--- src/design/selt_pkg.sv ---
// Shared types, codes and defaults for the shared/exclusive lock table.
// Used by the lock cell, the top level and the port checker.
package selt_pkg;

	localparam int DEF_TABLE_ENTRIES = 64;
	localparam int KEY_W = 64;
	localparam int OWNER_W = 32;
	localparam int REFS_W = 32;
	localparam int LIM_W = 7;
	localparam int OUT_CNT_W = 7;
	localparam logic [LIM_W-1:0] LIM_RESET = 7'd64;

	localparam logic [1:0] OP_ACQUIRE = 2'd0;
	localparam logic [1:0] OP_RELEASE = 2'd1;
	localparam logic [1:0] OP_REL_OWNER = 2'd2;
	localparam logic [1:0] OP_CNT_OWNER = 2'd3;

	localparam logic [2:0] ST_OK = 3'd0;
	localparam logic [2:0] ST_ERROR = 3'd1;
	localparam logic [2:0] ST_FULL = 3'd2;
	localparam logic [2:0] ST_NOT_FOUND = 3'd3;
	localparam logic [2:0] ST_BUSY = 3'd4;

	typedef struct packed {
		logic [1:0]         op;
		logic               excl;
		logic [KEY_W-1:0]   key;
		logic [OWNER_W-1:0] owner;
	} req_t;

	typedef struct packed {
		logic vld;
		logic own_found;
		logic sat;
		logic busy;
		logic free_found;
	} tok_t;

	typedef struct packed {
		logic inc;
		logic claim;
		logic rel;
		logic clr;
	} cmd_t;

endpackage

--- src/design/selt_cell.sv ---
// One lock table entry with its compare logic and token stage.
// Depends on selt_pkg.
module selt_cell #(
	parameter int IDX = 0,
	parameter int CNT_W = 7
) (
	input  logic                       clk,
	input  logic                       arst_n,
	input  logic [selt_pkg::LIM_W-1:0] lim,
	input  selt_pkg::req_t             req,
	input  selt_pkg::cmd_t             cmd,
	input  selt_pkg::tok_t             tok_in,
	input  logic [CNT_W-1:0]           cnt_in,
	output selt_pkg::tok_t             tok_out,
	output logic [CNT_W-1:0]           cnt_out
);
	import selt_pkg::*;

	localparam logic [31:0] IDX_C = 32'(IDX);

	logic               valid_q;
	logic [KEY_W-1:0]   key_q;
	logic [OWNER_W-1:0] owner_q;
	logic               excl_q;
	logic [REFS_W-1:0]  refs_q;
	logic               sel_own_q;
	logic               sel_free_q;
	tok_t               tok_q;
	logic [CNT_W-1:0]   cnt_q;

	logic act, key_eq, own_eq, own_match, conflict, is_free, owner_hit;
	logic lock_op, acq_op, owner_op;
	tok_t tok_nxt;

	always_comb begin
		act = {{(32-LIM_W){1'b0}}, lim} > IDX_C;
		key_eq = key_q == req.key;
		own_eq = owner_q == req.owner;
		lock_op = req.op == OP_ACQUIRE || req.op == OP_RELEASE;
		acq_op = req.op == OP_ACQUIRE;
		owner_op = req.op == OP_REL_OWNER || req.op == OP_CNT_OWNER;
		own_match = act && valid_q && key_eq && own_eq && excl_q == req.excl && lock_op;
		conflict = act && valid_q && key_eq && !own_eq && (req.excl || excl_q) && acq_op;
		is_free = act && !valid_q && acq_op;
		owner_hit = act && valid_q && own_eq && owner_op;
		tok_nxt = tok_in;
		if (own_match && !tok_in.own_found) begin
			tok_nxt.own_found = 1'b1;
			tok_nxt.sat = refs_q == '1;
		end
		if (is_free)
			tok_nxt.free_found = 1'b1;
		if (conflict)
			tok_nxt.busy = 1'b1;
	end

	always_ff @(posedge clk or negedge arst_n) begin
		if (!arst_n) begin
			tok_q <= '0;
			valid_q <= 1'b0;
		end else begin
			tok_q <= tok_nxt;
			if (cmd.claim && sel_free_q)
				valid_q <= 1'b1;
			if (cmd.rel && sel_own_q && refs_q <= 32'd1)
				valid_q <= 1'b0;
			if (cmd.clr && owner_hit)
				valid_q <= 1'b0;
		end
	end

	always_ff @(posedge clk) begin
		if (tok_in.vld) begin
			sel_own_q <= own_match && !tok_in.own_found;
			sel_free_q <= is_free && !tok_in.free_found;
			cnt_q <= cnt_in + CNT_W'(owner_hit);
		end
		if (cmd.inc && sel_own_q)
			refs_q <= refs_q + 32'd1;
		if (cmd.rel && sel_own_q && refs_q > 32'd1)
			refs_q <= refs_q - 32'd1;
		if (cmd.claim && sel_free_q) begin
			key_q <= req.key;
			owner_q <= req.owner;
			excl_q <= req.excl;
			refs_q <= 32'd1;
		end
	end

	assign tok_out = tok_q;
	assign cnt_out = cnt_q;

endmodule

--- config.mk ---
export PLATFORM = sky130hd
export DESIGN_NAME = selt_cell
export DESIGN_NICKNAME = d
export VERILOG_FILES = /design/src/design/selt_pkg.sv /design/src/design/selt_cell.sv
export SDC_FILE = /design/constraint.sdc
export NUM_CORES = 1
export LEC_CHECK = 0
export ABC_AREA = 1
export BUFFER_PORTS_ARGS = -buffer_cell sky130_fd_sc_hd__buf_2
export CAP_MARGIN = 20
export CELL_PAD_IN_SITES_DETAIL_PLACEMENT = 2
export CELL_PAD_IN_SITES_GLOBAL_PLACEMENT = 2
export CORE_ASPECT_RATIO = 0.7
export CORE_MARGIN = 5
export CORE_UTILIZATION = 33
export CTS_CLUSTER_SIZE = 16
export DETAILED_ROUTE_END_ITERATION = 8
export PLACE_DENSITY_LB_ADDON = 0.1
export SLEW_MARGIN = 20
export SYNTH_ARGS = -nofsm -noshare
export SYNTH_HDL_FRONTEND = slang
export SYNTH_SLANG_ARGS = --single-unit
export TNS_END_PERCENT = 50
--- constraint.sdc ---
create_clock -name clk -period 3.7 [get_ports clk]
set_input_delay 0.37 -clock clk [delete_from_list [all_inputs] [get_ports clk]]
set_output_delay 0.37 -clock clk [all_outputs]
set_load 0.02 [all_outputs]
Word-level counts from Yosys, hierarchy flattened

Cells that the tools add are included.

Reductions and logical operators: 30
Add/sub/neg operators: 3
$lt $le $gt $ge: 3
Equal/unequal tests: 7
Muxes and demuxes: 8

Operators with widths:

| cell                  | number |
|---|---|
| $eq 64x64->1          | 1 |
| $mux 32               | 2 |
| $add 32x1->32 const B | 1 |
| $eq 32x32->1          | 1 |
| $eq 32x32->1 const B  | 1 |
| $gt 32x1->1 const B   | 1 |
| $le 32x1->1 const B   | 1 |
| $sub 32x1->32 const B | 1 |
| $logic_and 1x1->1     | 20 |
| $add 7x1->7           | 1 |
| $gt 7x1->1 const B    | 1 |
| $mux 1                | 5 |
| $eq 2x2->1 const B    | 2 |
| $logic_not 1->1       | 4 |
| $logic_or 1x1->1      | 3 |
| $reduce_bool 3->1     | 1 |
| $eq 2x1->1 const B    | 1 |
| $logic_not 2->1       | 1 |
| $mux 2                | 1 |
| $reduce_bool 2->1     | 1 |
| $eq 1x1->1            | 1 |

Word-level logic and storage cells: 64
Register bits: 144

Logic depth before layout (Yosys ltp)

Gate-level depths: netlist of the first run.

Word-level depth: 8
Depth in mapped cells: 14
Depth with buffers taken out: 13

Worst setup path after synthesis of the first run

Ideal clock, no wire load.

Kind: input -> register
Start: input cmd[2] (netlist bit)
End: register excl_q (enable)
Required time: 3247 ps
Cell stages on the path: 2
Slack: 869 ps
Data arrival time: 2378 ps
Cells stage by stage: nand2_1 > inv_1

Word-level cells in the longest chain between the ends: 1

Ends and longest elaborated chain:

| item                   | RTL line        | text |
|---|---|---|
| start: declaration     | selt_cell.sv:11 | `input selt_pkg::cmd_t cmd,` |
| $logic_and 1x1->1      | selt_cell.sv:82 | `if (cmd.claim && sel_free_q) begin` |
| end signal: assignment | selt_cell.sv:85 | `excl_q <= req.excl;` |
| end: declaration       | selt_cell.sv:24 | `logic excl_q;` |

Every way passes these cells.
A chain may end at the register's enable or synchronous reset.

Final worst setup path of the first run

Start: register refs_q[0]
End: register refs_q[5]

Word-level cells in the longest chain between the ends: 3

Ends and longest elaborated chain:

| item                                                | RTL line                         | text |
|---|---|---|
| start: declaration                                  | selt_cell.sv:25                  | `logic [REFS_W-1:0] refs_q;` |
| start signal: assignment                            | selt_cell.sv:79                  | `refs_q <= refs_q + 32'd1;` |
| start signal: assignment                            | selt_cell.sv:81                  | `refs_q <= refs_q - 32'd1;` |
| $add 32x1->32 / $gt 32x1->1 (equally long branches) | selt_cell.sv:79, selt_cell.sv:80 |  |
| $mux 32 / $logic_and 1x1->1 (equally long branches) | selt_cell.sv:78, selt_cell.sv:80 |  |
| $mux 32 / $reduce_bool 2->1 (equally long branches) | -                                |  |

Parallel ways exist; a longest one is shown, timed or not. The select of a mux whose other input is x is not followed.

==> flow_summary.ini, run 1 <==
[run]
drv_cap = 0

[clock_tree]
numCtsBuffers = 17
cts_max_level = 4
clk_latency_ns = 0.44
cts_tree = built
clkSlewWorstSetupHoldPaths_ns = 0.06
cts.sinks = 144
cts-root-buf = clkbuf_16
clockBufferDepth = 2

[setup_path]
cp-end-kind = flop
critical_path_class = reg -> reg
worstPathArrival_ns = 2.71
startpoint_type = flop
path_max_fanout = 35
cp.required_ns = 4.02

[placement]
routabilityCongestion = 0.775
hpwlAfterDp_um = 20100
port_buffers = 135
pre_cts_ws_ns = 1.17

[timing]
max_slew_margin_pct = 46.7
finalCriticalPeriod_ns = 2.38
fin_crit_sh_pct = 64.4
setup-tns-final_ns = 0
setup_violations = 0
fmax_mhz = 420
hold_violations = 0
skew_ns = 0.0115
worst_slew_pin_slew_ns = 0.797
layout_setup_ws_ns = 1.32
drv_slew = 0
rsz0062_at_grt = false

[synthesis]
syn_nets = 1106
syn-cell-area_mm2 = 0.00784
avgSynthCellArea_um2 = 8.03
synth_cell_types = 33
synth_warnings = 0
ys_seq_area_share_pct = 50.7
synth_seq_cells = 144
syn_inst = 976

[floorplanning]
io_pins = 136
die_y_um = 139
start_util_pct = 33.3
rows = 47
dieArea_mm2 = 0.0270
core_mm2 = 0.0235
die_w_um = 194

[route]
drc = 0
firstDrtPassIters = 4
drt_wl_total_um = 26200
routed_via_density = 4.77
drtIter0Drc = 273
vias = 6946
wl_per_cell_um = 18.0
drtAntennaViolNets = 0

[final_layout]
register_area_mm2 = 0.00397
layout-drive-gt1-share_pct = 16.9
nNetsFinal = 1253
area_growth_pct = 20.8
multiInputGateArea_mm2 = 0.00323
postLayoutCoreUtil_pct = 40.3
layout_commonest_cell = nand2_1
nFillCells = 2745
final_cell_mix = nand2_1, inv_1, buf_2

[global_routing]
grtUsageTotal_pct = 19.5
grt_pass1_wl_um = 41500
grt_pass1_vias = 7619
overflow = 0
grt_max_degree = 70
antenna_found_initial = 6

[power]
p_leak_nw = 4.21
power.density_mw_per_mm2 = 498
ir_drop_uv = 347

[outcome]
status = complete, no violations

[hold_path]
hold_class = in -> reg
worst paths after layout:
path	start	end	slack (ns)	depth (start not counted)
setup reg to reg	refs_q[0]$_SDFFE_PP1P_	refs_q[5]$_SDFFE_PP0P_	1.32	11
min in group asynchronous	arst_n	tok_out[4]$_DFF_PN0_	0.29	2
setup / recovery	refs_q[0]$_SDFFE_PP1P_	refs_q[5]$_SDFFE_PP0P_	1.32	11
max in group asynchronous	arst_n	tok_out[2]$_DFF_PN0_	3.23	2
hold reg to reg	refs_q[31]$_SDFFE_PP0P_	refs_q[31]$_SDFFE_PP0P_	0.56	3
hold / removal	req[96]	excl_q$_DFFE_PP_	0.12	1
metrics by stage:
| step | area [um2] | total power [mW] | cells | hold slack [ns] |
|---|---|---|---|---|
| CTS | 9470 | 4.77 | 1454 | 0.0949 |
| finish | 9470 | 4.71 | 1455 | 0.121 |
| global route | 9470 | 4.98 | 1455 | 0.0986 |
| detailed placement | 8890 | 3.00 | 1421 | 0.221 |
| global placement | 8890 | 2.96 | 1421 | 0.223 |
| floorplan | 7840 | 2.64 | 976 | 0.0744 |
what timing repair did:
action | 4_1_cts | 5_1_grt
endpoints found under the setup margin | 0 | 0
resized for setup | 0 | 0
hold buffers | 1 | 0
setup buffers | 0 | 0
hold endpoints to repair | 6 | 0
cells in the mapped netlist, drive strengths merged:
library cell,n,share of area [%]
nor3,29,2.0
nand2,293,14
inv,147,7.0
and2,1,0.080
o22ai,3,0.24
buf,12,1.0
xor2,7,0.78
dfxtp,32,8.2
and3,1,0.080
nand4,21,1.7
clkbuf,1,0.048
dfrtp,6,1.9
nor4,4,0.32
edfxtp,106,41
xnor2,53,5.9
ha,6,0.96
nand3b,7,0.67
a21oi,28,1.8
or2,2,0.16
nand3,69,4.5
clkinv,1,0.048
o21ai,18,1.1
nor2,129,6.5
where the power goes:
part | total, mW | switching [mW] | internal [mW]
combinational | 0.987 | 0.662 | 0.326
clock | 1.74 | 0.692 | 1.04
sequential | 1.99 | 0.131 | 1.86
total | 4.71 | 1.49 | 3.23
sequential cells by signal (all words and copies together) (netlist names):
register,flops
tok_out,5
sel_own_q,1
valid_q,1
sel_free_q,1
excl_q,1
key_q,64
refs_q,32
owner_q,32
cnt_out,7
final cells by class:
class / count / area share [%]
Sequential cell: 144 / 41.9
Multi-Input combinational cell: 671 / 34.1
Timing Repair Buffer: 141 / 7.77
Inverter: 148 / 5.89
Clock buffer: 26 / 5.16
Tap cell: 318 / 4.20
Clock inverter: 6 / 0.885
Antenna cell: 1 / 0.0264
worst max-delay path, stage by stage, from the launching register on:
cell	delay [ns]
dfxtp_1	0.33
inv_1	0.21
ha_1	0.27
nand2_1	0.09
nor2_2	0.18
nand2_2	0.09
nand2_2	0.11
nand2_2	0.10
nand2_4	0.35
nand3_1	0.22
a21oi_1	0.24
nor2_1	0.08
per-layer routing:
metal	up-vias	global-route usage, %	share of wire (%)
met5	-	0	0.26
met4	10	4.33	1.1
met3	26	5.73	5.2
met2	114	31.5	46
met1	3383	26.2	48
li1	3413	-	-
cell families after synthesis:
group,Yosys count,synth area share (%)
fa+ha+maj,6,0.957
buf+inv,161,8.14
simple gates,556,30.3
flops,144,50.7
xor+xnor,60,6.70
compound gates,49,3.22
No activity file was read; power rests on OpenSTA's default activity.
==> run 2, diff against run 1 <==
clock period = 2.2 ns   (was 3.7 ns; I/O delays follow)
==> run 2 against run 1 <==
  * The run now ends with negative setup slack left
  * Global-route usage increased by 3.2 points
  * Combinational power rose by 110%
  * Clock skew is 0.0023 ns higher
  * Critical endpoint is now cnt_out[6]$_DFFE_PP_
  * Largest cell class unchanged
==> flow_summary.ini, run 2 (synthesis results as in run 1) <==
[outcome]
status = finished with violations
violations = negative setup slack

[route]
drtIter0Drc = 390
drt_wl_total_um = 31400
wl_per_cell_um = 20.0
firstDrtPassIters = 4
drtAntennaViolNets = 0
routed_via_density = 4.87
vias = 7649
drc = 0

[timing]
worst_slew_pin_slew_ns = 0.550
fin_crit_sh_pct = 104
setup_violations = 3
hold_violations = 0
drv_slew = 0
fmax_mhz = 437
rsz0062_at_grt = true
layout_setup_ws_ns = -0.0907
skew_ns = 0.0139
max_slew_margin_pct = 63.1
finalCriticalPeriod_ns = 2.29

[run]
drv_cap = 0

[global_routing]
overflow = 0
grt_pass1_wl_um = 48100
grt_pass1_vias = 8449
antenna_found_initial = 1
grt_max_degree = 72
grtUsageTotal_pct = 22.8

[setup_path]
cp-end-kind = flop
cp-startpoint = req[19]
r2r_slack_ns = -0.06
reg2reg_from = owner_q[5]$_DFFE_PP_
path_max_fanout = 2
r2r_cells = 13
startpoint_type = input port
cp.required_ns = 2.47
critical_path_class = in -> reg
worstPathArrival_ns = 2.56
endpoint = cnt_out[6]$_DFFE_PP_
r2r-end = cnt_out[6]$_DFFE_PP_

[final_layout]
nNetsFinal = 1370
area_growth_pct = 37.8
regMostFlops = key_q
largestRegisters = key_q: 64 flops, owner_q: 32 flops, refs_q: 32 flops
layout-drive-gt1-share_pct = 20.2
design_area_mm2 = 0.0108
layout_commonest_cell = nand2_1
finalNonFillerCells = 1571
final_cell_mix = nand2_1, inv_1, buf_2
largest_reg_flops = 64
nFillCells = 2639
postLayoutCoreUtil_pct = 45.9
diodes = 0

[placement]
pre_cts_ws_ns = -0.164
routabilityCongestion = 0.800
dp_cells = 1448
port_buffers = 135
hpwlAfterDp_um = 20900
place_area_mm2 = 0.00912

[power]
power.density_mw_per_mm2 = 767
p_leak_nw = 4.81
p_total_mw = 8.29
ir_drop_uv = 560

[clock_tree]
clk_latency_ns = 0.44
cts.sinks = 144
cts_tree = built
clkSlewWorstSetupHoldPaths_ns = 0.06
numCtsBuffers = 17
cts-root-buf = clkbuf_16
clockBufferDepth = 2
cts_max_level = 4

[floorplanning]
dieArea_mm2 = 0.0270
start_util_pct = 33.3
die_y_um = 139
io_pins = 136
core_mm2 = 0.0235
die_w_um = 194
rows = 47

[hold_path]
hold_class = in -> reg
## run 2: stage by stage
| step | hold WS, ns | TNS, ns |
|---|---|---|
| floorplan | -0.0756 | -9.99 |
| global placement | 0.0719 | 0 |
| detailed placement | 0.0745 | -0.373 |
| CTS | 0.000161 | -0.0430 |
| global route | -0.00792 | -0.677 |
| finish | 0.0127 | -0.145 |
## run 2: how the worst min path moves through the flow
stage,end,cells after the start,slack [ns],from
finish,key_q[15]$_DFFE_PP_,1,0.01,req[47]
global route,key_q[53]$_DFFE_PP_,1,-0.008,req[85]
CTS,key_q[35]$_DFFE_PP_,1,0.0002,req[67]
detailed placement,tok_out[4]$_DFF_PN0_,1,0.07,arst_n
global placement,tok_out[4]$_DFF_PN0_,1,0.07,arst_n
floorplan,tok_out[0]$_DFF_PN0_,0,-0.08,arst_n
## run 2: layer usage
layer  GRT usage, %  routed length (um)
met3           4.91                1380
met5              0                  13
met2           39.8               15700
met1           29.4               13900
met4           4.44                 409
## run 2: power by group
part	total [mW]	switching, mW	internal (mW)
Clock	2.94	1.27	1.67
Sequential	3.33	0.203	3.13
Combinational	2.03	1.26	0.764
## run 2: repair_timing
item,in CTS,in global routing
setup buffers,0,2
pin swaps,7,9
hold buffers,86,5
cloned,0,0
setup endpoints to repair,4,16
hold endpoints to repair,91,5
gates resized for setup,11,29
## run 2: area by class of cell
class                      count  area (um2)  share of cell area [%]
clock buffer                  19         433                    4.01
clock inverter                13         139                    1.29
inverter                     148         559                    5.18
multi-input combinational    671        3430                    31.7
sequential                   144        3970                    36.8
tap                          318         398                    3.68
timing repair buffer         258        1870                    17.3
## run 2: worst max-delay path: stages
cell and delay [ns]:
dlygate4sd3_1 0.54, buf_2 0.15, xnor2_2 0.19, nand2_1 0.11, nor2_1 0.10, nand2_1 0.08
nor2_2 0.15, nand2_2 0.07, nor3_2 0.11, buf_4 0.15, ha_4 0.15, ha_4 0.15
nand3_4 0.08, nor2_4 0.12, xor2_1 0.18
